$ cat config.mk
export PLATFORM = sky130hd
export DESIGN_NAME = video_frame_start_code_splitter_core
export DESIGN_NICKNAME = d
export VERILOG_FILES = /design/src/rtl/vfsc_pkg.sv /design/src/rtl/vfsc_judge.sv /design/src/rtl/video_frame_start_code_splitter_core.sv
export SDC_FILE = /design/constraint.sdc
export NUM_CORES = 1
export LEC_CHECK = 0
export ABC_CLOCK_PERIOD_IN_PS = 6050
export BUFFER_PORTS_ARGS = -buffer_cell sky130_fd_sc_hd__buf_2
export CAP_MARGIN = 20
export CELL_PAD_IN_SITES_DETAIL_PLACEMENT = 1
export CELL_PAD_IN_SITES_GLOBAL_PLACEMENT = 1
export CORE_MARGIN = 3
export CORE_UTILIZATION = 45
export DETAILED_ROUTE_END_ITERATION = 8
export PLACE_DENSITY_LB_ADDON = 0.1
export SLEW_MARGIN = 20
export SYNTH_ARGS = -nofsm -noshare
export SYNTH_HDL_FRONTEND = slang
export SYNTH_SLANG_ARGS = --single-unit
$ cat constraint.sdc
create_clock -name clk -period 6.05 [get_ports clk]
set_input_delay 1.815 -clock clk [delete_from_list [all_inputs] [get_ports clk]]
set_output_delay 1.815 -clock clk [all_outputs]
set_load 0.02 [all_outputs]
$ cat src/rtl/vfsc_pkg.sv
// Shared constants, types and codes for the video frame start code splitter.
package vfsc_pkg;

    // Default size of the downstream frame buffer in bytes
    localparam int BUFFER_BYTES_DEF = 65536;

    // Bytes between a stream position entering and being judged
    localparam int JUDGE_DELAY = 10;
    localparam int FILL_W      = $clog2(JUDGE_DELAY + 1);

    // Bytes of the window that the start code compares look at
    localparam int JUDGE_BYTES = 9;

    // Start code suffixes and masks
    localparam logic [7:0] SC_PREFIX_ONE = 8'h01;
    localparam logic [7:0] SC_SEQ        = 8'hB0;
    localparam logic [7:0] SC_VO         = 8'hB5;
    localparam logic [7:0] SC_VOP        = 8'hB6;
    localparam logic [7:0] H263_MASK     = 8'hF0;

    // Width of the boundary kind field
    localparam int KIND_W = 2;

    typedef logic [7:0] byte_t;

    // Judged window, element 0 is the position under judgment
    typedef byte_t [JUDGE_BYTES-1:0] judge_win_t;

    typedef enum logic [KIND_W-1:0] {
        KIND_SEQ  = 2'd0,
        KIND_VOP  = 2'd1,
        KIND_H263 = 2'd2
    } kind_t;

    // Verdict of the detector for one stream position
    typedef struct packed {
        logic  hit;
        kind_t kind;
        logic  hdr_set;
        logic  hdr_clr;
    } verdict_t;

endpackage

$ cat src/rtl/vfsc_judge.sv
// Start code detector: judges one stream position from the lookahead bytes.
module vfsc_judge
(
    input  vfsc_pkg::judge_win_t win,
    input  logic                 header_pending,
    output vfsc_pkg::verdict_t   verdict
);

    logic zero_pair;
    logic seq_hdr;
    logic vop_sc;
    logic h263_sc;

    // Match the start code patterns
    assign zero_pair = (win[0] == 8'h00) && (win[1] == 8'h00);
    assign seq_hdr   = zero_pair && (win[2] == vfsc_pkg::SC_PREFIX_ONE)
                       && (win[3] == vfsc_pkg::SC_SEQ)
                       && (win[5] == 8'h00) && (win[6] == 8'h00)
                       && (win[7] == vfsc_pkg::SC_PREFIX_ONE)
                       && (win[8] == vfsc_pkg::SC_VO);
    assign vop_sc    = zero_pair && (win[2] == vfsc_pkg::SC_PREFIX_ONE)
                       && (win[3] == vfsc_pkg::SC_VOP);
    assign h263_sc   = zero_pair && ((win[2] & vfsc_pkg::H263_MASK) != 8'h00);

    // Pick the verdict by priority
    always_comb
    begin
        verdict.hit     = 1'b0;
        verdict.kind    = vfsc_pkg::KIND_SEQ;
        verdict.hdr_set = 1'b0;
        verdict.hdr_clr = 1'b0;
        if (seq_hdr)
        begin
            verdict.hit     = 1'b1;
            verdict.kind    = vfsc_pkg::KIND_SEQ;
            verdict.hdr_set = 1'b1;
        end
        else if (vop_sc && header_pending)
        begin
            // first picture after a header only clears the flag
            verdict.hdr_clr = 1'b1;
        end
        else if (vop_sc)
        begin
            verdict.hit  = 1'b1;
            verdict.kind = vfsc_pkg::KIND_VOP;
        end
        else if (h263_sc)
        begin
            verdict.hit  = 1'b1;
            verdict.kind = vfsc_pkg::KIND_H263;
        end
    end

endmodule

$ cat src/rtl/video_frame_start_code_splitter_core.sv
// Top level of the video frame start code splitter.
//
//  channel  | direction | tdata                   | tuser
//  ---------+-----------+-------------------------+------------------------
//  s_axis   | in        | data_byte [7:0]         | -
//  m_axis   | out       | frame_length [LEN_W-1:0]| boundary_kind [1:0]
//
// One byte beat is accepted per cycle while ready; the detector is a single
// combinational pass from the window registers into the output register, so
// a result shows in the cycle after the byte that completes it. A position is
// judged when the byte ten places later arrives. Reset clears the fill count,
// skip flag, length count and output valid, and sets the header flag. The input is
// ready whenever the output register is empty or being drained in the same cycle.
module video_frame_start_code_splitter_core
#(
    parameter int BUFFER_BYTES = vfsc_pkg::BUFFER_BYTES_DEF,
    parameter int LEN_W        = $clog2(BUFFER_BYTES + 1),
    parameter int TDATA_W      = ((LEN_W + 7) / 8) * 8
)
(
    input  logic                        clk,
    input  logic                        rst_n,

    input  logic                        s_axis_tvalid,
    output logic                        s_axis_tready,
    input  logic [7:0]                  s_axis_tdata,   // [7:0] data_byte

    output logic                        m_axis_tvalid,
    input  logic                        m_axis_tready,
    output logic [TDATA_W-1:0]          m_axis_tdata,   // [LEN_W-1:0] frame_length
    output logic [vfsc_pkg::KIND_W-1:0] m_axis_tuser    // [1:0] boundary_kind
);

    localparam int WIN_N = vfsc_pkg::JUDGE_DELAY;
    localparam logic [LEN_W-1:0] LEN_MAX = LEN_W'(BUFFER_BYTES);
    localparam logic [vfsc_pkg::FILL_W-1:0] FILL_FULL =
        vfsc_pkg::FILL_W'(vfsc_pkg::JUDGE_DELAY);

    // Window registers: element 0 is the next position to judge
    vfsc_pkg::byte_t               win_reg [WIN_N];
    logic [vfsc_pkg::FILL_W-1:0]   fill_reg, fill_next;
    logic                          skip_reg, skip_next;
    logic                          hdr_reg, hdr_next;
    logic [LEN_W-1:0]              count_reg, count_next;

    logic                          out_valid_reg, out_valid_next;
    logic [LEN_W-1:0]              out_len_reg, out_len_next;
    vfsc_pkg::kind_t               out_kind_reg, out_kind_next;

    logic                          in_fire;
    logic                          out_fire;
    vfsc_pkg::judge_win_t          judge_win;
    vfsc_pkg::verdict_t            verdict;
    logic [LEN_W-1:0]              count_adv;

    assign in_fire       = s_axis_tvalid && s_axis_tready;
    assign out_fire      = m_axis_tvalid && m_axis_tready;
    assign s_axis_tready = !out_valid_reg || m_axis_tready;

    // Gather the judged bytes from the window
    always_comb
    begin
        for (int i = 0; i < vfsc_pkg::JUDGE_BYTES; i++)
        begin
            judge_win[i] = win_reg[i];
        end
    end

    vfsc_judge u_judge
    (
        .win            (judge_win),
        .header_pending (hdr_reg),
        .verdict        (verdict)
    );

    // Saturating advance of the length count
    assign count_adv = (count_reg == LEN_MAX) ? count_reg : count_reg + LEN_W'(1);

    // Next state for control, count and output register
    always_comb
    begin
        fill_next      = fill_reg;
        skip_next      = skip_reg;
        hdr_next       = hdr_reg;
        count_next     = count_reg;
        out_valid_next = out_valid_reg && !out_fire;
        out_len_next   = out_len_reg;
        out_kind_next  = out_kind_reg;
        if (in_fire)
        begin
            if (fill_reg != FILL_FULL)
            begin
                fill_next = fill_reg + vfsc_pkg::FILL_W'(1);
            end
            else if (skip_reg)
            begin
                skip_next  = 1'b0;
                count_next = count_adv;
            end
            else if (verdict.hit)
            begin
                if (verdict.hdr_set)
                begin
                    hdr_next = 1'b1;
                end
                count_next = LEN_W'(1);
                skip_next  = 1'b1;
                // drop zero-length frames
                if (count_reg != '0)
                begin
                    out_valid_next = 1'b1;
                    out_len_next   = count_reg;
                    out_kind_next  = verdict.kind;
                end
            end
            else
            begin
                if (verdict.hdr_clr)
                begin
                    hdr_next = 1'b0;
                end
                count_next = count_adv;
            end
        end
    end

    // Control registers
    always_ff @(posedge clk or negedge rst_n)
    begin
        if (!rst_n)
        begin
            fill_reg      <= '0;
            skip_reg      <= 1'b0;
            hdr_reg       <= 1'b1;
            count_reg     <= '0;
            out_valid_reg <= 1'b0;
        end
        else
        begin
            fill_reg      <= fill_next;
            skip_reg      <= skip_next;
            hdr_reg       <= hdr_next;
            count_reg     <= count_next;
            out_valid_reg <= out_valid_next;
        end
    end

    // Payload registers: shift the window and hold the result
    always_ff @(posedge clk)
    begin
        if (in_fire)
        begin
            for (int i = 0; i < WIN_N - 1; i++)
            begin
                win_reg[i] <= win_reg[i+1];
            end
            win_reg[WIN_N-1] <= s_axis_tdata;
        end
        out_len_reg  <= out_len_next;
        out_kind_reg <= out_kind_next;
    end

    assign m_axis_tvalid = out_valid_reg;
    assign m_axis_tdata  = TDATA_W'(out_len_reg);
    assign m_axis_tuser  = out_kind_reg;

endmodule
== Yosys cells after proc, flatten, opt, wreduce, memory -nomap -nowiden ==
Memory sizes are Yosys's and may differ from the RTL's.
Cells that the tools add are included.
Widths: inputs -> output; s select.
Operators by class
  equality and inequality tests: 8
  add/subtract/negate cells: 2
  bitwise gates (word level): 2
  reductions and logical operators: 29
  multiplexer cells: 22
Operators by type and width (number)
  $mux 17: 3
  $logic_not 8->1: 4
  $eq 8x8->1 const B: 3
  $add 17x1->17 const B: 1
  $eq 17x17->1 const B: 1
  $reduce_bool 17->1: 1
  $eq 8x1->1 const B: 2
  $mux 1: 15
  $logic_and 1x1->1: 13
  $mux 3: 4
  $reduce_and 5->1: 2
  $reduce_bool 8->1: 1
  $add 4x1->4 const B: 1
  $ne 4x4->1 const B: 1
  $reduce_and 2->1: 2
  $reduce_or 3->1: 1
  $logic_not 1->1: 2
  $ne 2x2->1 const B: 1
  $not 1->1: 2
  $reduce_bool 2->1: 1
  $reduce_or 2->1: 1
  $logic_or 1x1->1: 1
Word-level totals
  output and inout port bits: 28
  flip-flop bits (word level): 43
  input port bits: 12
  logic and storage cells: 72
  memories: 1
  bits in writable memories: 80
Memory list
  win_reg: depth 10, bits a word 8, rd ports 10, clocked after Yosys merged registers in 0, wr ports 10, line video_frame_start_code_splitter_core.sv:40  | vfsc_pkg::byte_t win_reg [WIN_N];

== Logic depth before layout (Yosys ltp) ==
An unclocked memory read counts as a cell.
  depth in word-level cells: 14
  mapped depth: 8
  mapped depth without buffers: 7

== By module ==
From an unflattened synthesis, not the netlist that was laid out.
Unflattened totals
  cell total of the unflattened synthesis: 284
  area total of the unflattened synthesis: 4668.2 um^2
By module, submodules not included
  video_frame_start_code_splitter_core: area an instance 4410.5 um^2, instances 1, cells an instance 252
  vfsc_judge: area an instance 257.7 um^2, instances 1, cells an instance 32

== Least setup slack after synthesis ==
Ideal clock, no wire load.
  path kind: in2reg
  from: input m_axis_tready
  to: register fill_reg[2] (netlist name)
  data arrival time: 4.977 ns
  slack: 0.810 ns
  setup time: 0.263 ns
  stages on the path: 7
  path buffers: 1
  path through: nor2b_1 > inv_1 > and2_1 > clkbuf_1 > nand2_1 > xor2_1 > a21oi_1
On the way
  cells in the longest elaborated chain, start to end: 3
RTL lines
  start, declared: line video_frame_start_code_splitter_core.sv:29  | input logic m_axis_tready,
  $logic_or 1x1->1: line video_frame_start_code_splitter_core.sv:58  | assign s_axis_tready = !out_valid_reg || m_axis_tready;
  net s_axis_tready: line video_frame_start_code_splitter_core.sv:25  | output logic s_axis_tready,
  $logic_and 1x1->1: line video_frame_start_code_splitter_core.sv:56  | assign in_fire = s_axis_tvalid && s_axis_tready;
  net in_fire: line video_frame_start_code_splitter_core.sv:50  | logic in_fire;
  $reduce_and 2->1 (no line)
  end signal, assigned: line video_frame_start_code_splitter_core.sv:140  | fill_reg <= fill_next;
  end, declared: line video_frame_start_code_splitter_core.sv:41  | logic [vfsc_pkg::FILL_W-1:0] fill_reg, fill_next;
The timed path passes the listed nets, and every way through them passes these cells.
A chain may end at the register's enable or synchronous reset.

== Final worst setup path ==
  from: input m_axis_tready
  to: output s_axis_tready
On the way
  cells in the longest elaborated chain, start to end: 1
RTL lines (line)
  $logic_or 1x1->1: video_frame_start_code_splitter_core.sv:58
  end, declared: video_frame_start_code_splitter_core.sv:25
No other way between the ends.

==> results.md <==
- Outcome: finished, final reports clean
- FF+latch count, synth: roughly 120
- Final ANT Viol Nets: 0
- Top-count cell post-synth: edfxtp_1
- Wire length per cell: ~16 µm
- Initial antenna violation count: 0
- Yosys warning total: 0
- Worst min path class: reg2reg
- Fraction of registers with async set/reset: roughly a fifth
- Routed vias: between 2000 and 2500
- Die Width: between 100 and 150 µm
- Row count: 35
- Critical path fanouts, max: 4
- Post-Route WL: 7.29 mm
- Port Buffers: 32
- Synthesized area per cell: between 15 and 20 µm²
- CP endpoint: s_axis_tready
- Final Cycle Share: ~70%
- Largest register FFs: 80
- Fin area: 5330 µm²
- IO Pins: 40
- Power Density: between 300 and 400 nW/µm²
- Post-CTS Setup Inserts: 0
- Synth Flop Type: edfxtp_1
- R2R depth: 6
- Worst-Margin Slew: just under 0.9 ns
- Fin. max-slew vios: 0
- Crit path required time: between 4 and 5 ns
- Final Hold Viols: 0
- Drt pass-1 iters: 4
- Largest area contributor in the netlist: edfxtp_1
- Max Root-Sink Buffers: 2
- DRC Markers: 0
- Die area: between 10000 and 15000 µm²
- Yosys cell types: 36
- Post-synth top cells: 99 x edfxtp_1, 23 x dfrtp_1, 18 x nor2_1, 12 x xor2_1, 11 x nand4_1
- Post-Route Utilization: between 50 and 60%
- Final Setup Violations: 0
- Number of global-route vias before repair: around 2400
- Core area: about 9500 µm²
- Placed Area: ~4800 µm²
- PnR Total Power: about 2.0 mW
- Die height: 106 µm
- Setup Crit Path Kind: in2out
- Final Skew: between 0.008 and 0.009 ns
- Largest net degree at the start of global routing: between 80 and 90
- Max frequency: 229 MHz
- Ant. Diodes: 0
- First-pass GRT wire length: around 12 mm
- Post-synth EDFFs: between 90 and 100
- Aggregate global-route resource usage: approximately 15%
- Clock sink total: about 120
- Detailed placement HPWL: 4.73 mm
- P&R area growth vs syn: 18.7%
- Worst skew pair latency: 0.50 ns
- Nets: 323
- Rel. slew slack: 41.3%
- Worst flop-to-flop path startpoint: win_reg[3][2]
- Initial Utilization: 47.5%
- R2r endpoint: out_len_reg[6]
- Sequential area share after synthesis: around four fifths
- Gp weighted congestion: roughly 0.74
- Clock transition at path regs: approximately 0.06 ns
- Final Critical Period: between 4 and 5 ns
- H-tree levels: 4
- Post-CTS Hold Buffers: 0
- Startpoint Class: primary input
- CTS tree: yes
- Cts repair resizes: 0
- Fin cells: between 400 and 500
- Setup TNS Final: 0 ns
- Max Cap Violations: 0
- Peak supply drop: about 0.00019 V
- Top cells by area, synth: edfxtp_1 66%, dfrtp_1 13%, xor2_1 2.3%, nand4_1 1.5%, nor2_1 1.5%
- Clk root buf: clkbuf_8
- Cell count after synthesis: around 260
- Worst Path Arrival: approximately 2.5 ns
- Critical Path Sink Type: output pin
- Post-synth top area share: roughly 66%
- Netlist Area Pre-Place: around 4500 µm²
- RSZ-0062 raised after global routing: false
- Grt ovf: 0
- Reg2Reg Setup Slack: approximately 3 ns
- TritonCTS buffer count: 17
- Leak Pwr: just over 2 nW
- Starting DRT DRC Count: 57
- Via density: ~5
- Layout cell share with drive strength beyond 1: ~23%
- Cells after DPL: 416
- Setup crit start: m_axis_tready
==> kinds of logic after synthesis <==
group	Yosys count	share of synthesized area [%]
buffers and inverters	15	1.95
AOI/OAI and AO/OA	9	1.20
adders and majority gates	4	1.11
DFF	123	79.6
xor gates and xnor gates	18	3.51
other	1	0.0835
and+or+nand+nor	87	12.1
muxes	2	0.446
==> per-layer routing <==
metal | vias to the layer above | track usage, % | routed length [µm] | share of wire (%)
met5 | - | 0 | 0 | 0
met4 | 0 | 6.11 | 125 | 1.7
met3 | 12 | 4.49 | 209 | 2.9
met2 | 35 | 23.7 | 3690 | 51
met1 | 1127 | 18.4 | 3260 | 45
li1 | 1077 | - | - | -
==> power by group <==
group	internal, mW	switching, mW
Combinational	0.0436	0.0569
Clock	0.508	0.377
Sequential	0.977	0.0444
Total	1.53	0.479
==> cell usage in the layout, fill, tap and decap left out, types with 5 or more instances in the layout <==
| cell | count |
|---|---|
| edfxtp_1 | 99 |
| buf_2 | 32 |
| dfrtp_1 | 23 |
| nor2_1 | 18 |
| clkbuf_16 | 16 |
| xor2_1 | 12 |
| nand4_1 | 11 |
| nor4_1 | 10 |
| nand2_1 | 9 |
| nand3_1 | 9 |
| conb_1 | 7 |
| xnor2_1 | 6 |
| nor4b_1 | 5 |
==> worst min-delay path by stage <==
stage,from,to,slack [ns],cells past startpoint
global placement,win_reg[4][0],win_reg[3][0],0.40,0
global route,win_reg[4][2],win_reg[3][2],0.43,0
floorplan,win_reg[4][0],win_reg[3][0],0.40,0
CTS,win_reg[4][7],win_reg[3][7],0.42,0
detailed placement,win_reg[4][2],win_reg[3][2],0.41,0
finish,win_reg[4][2],win_reg[3][2],0.42,0
==> through the flow <==
step	hold WS, ns	worst slack (ns)
floorplan	0.400	0.810
finish	0.420	1.69
detailed placement	0.407	1.70
global route	0.428	1.60
global placement	0.401	1.76
CTS	0.422	1.70
==> worst max-delay path, stage by stage <==
cell	delay, ns
buf_2	0.10
nor2b_1	0.29
inv_1	0.15
buf_2	0.19
==> final cells by class <==
class | instances | area, µm²
tap | 129 | 161
multi-input combinational | 127 | 856
clock inverter | 15 | 116
sequential | 123 | 3570
fill | 893 | 4130
timing repair buffer | 34 | 195
clock buffer | 17 | 414
inverter | 4 | 15.0
Power figures use the tool's default switching activity.
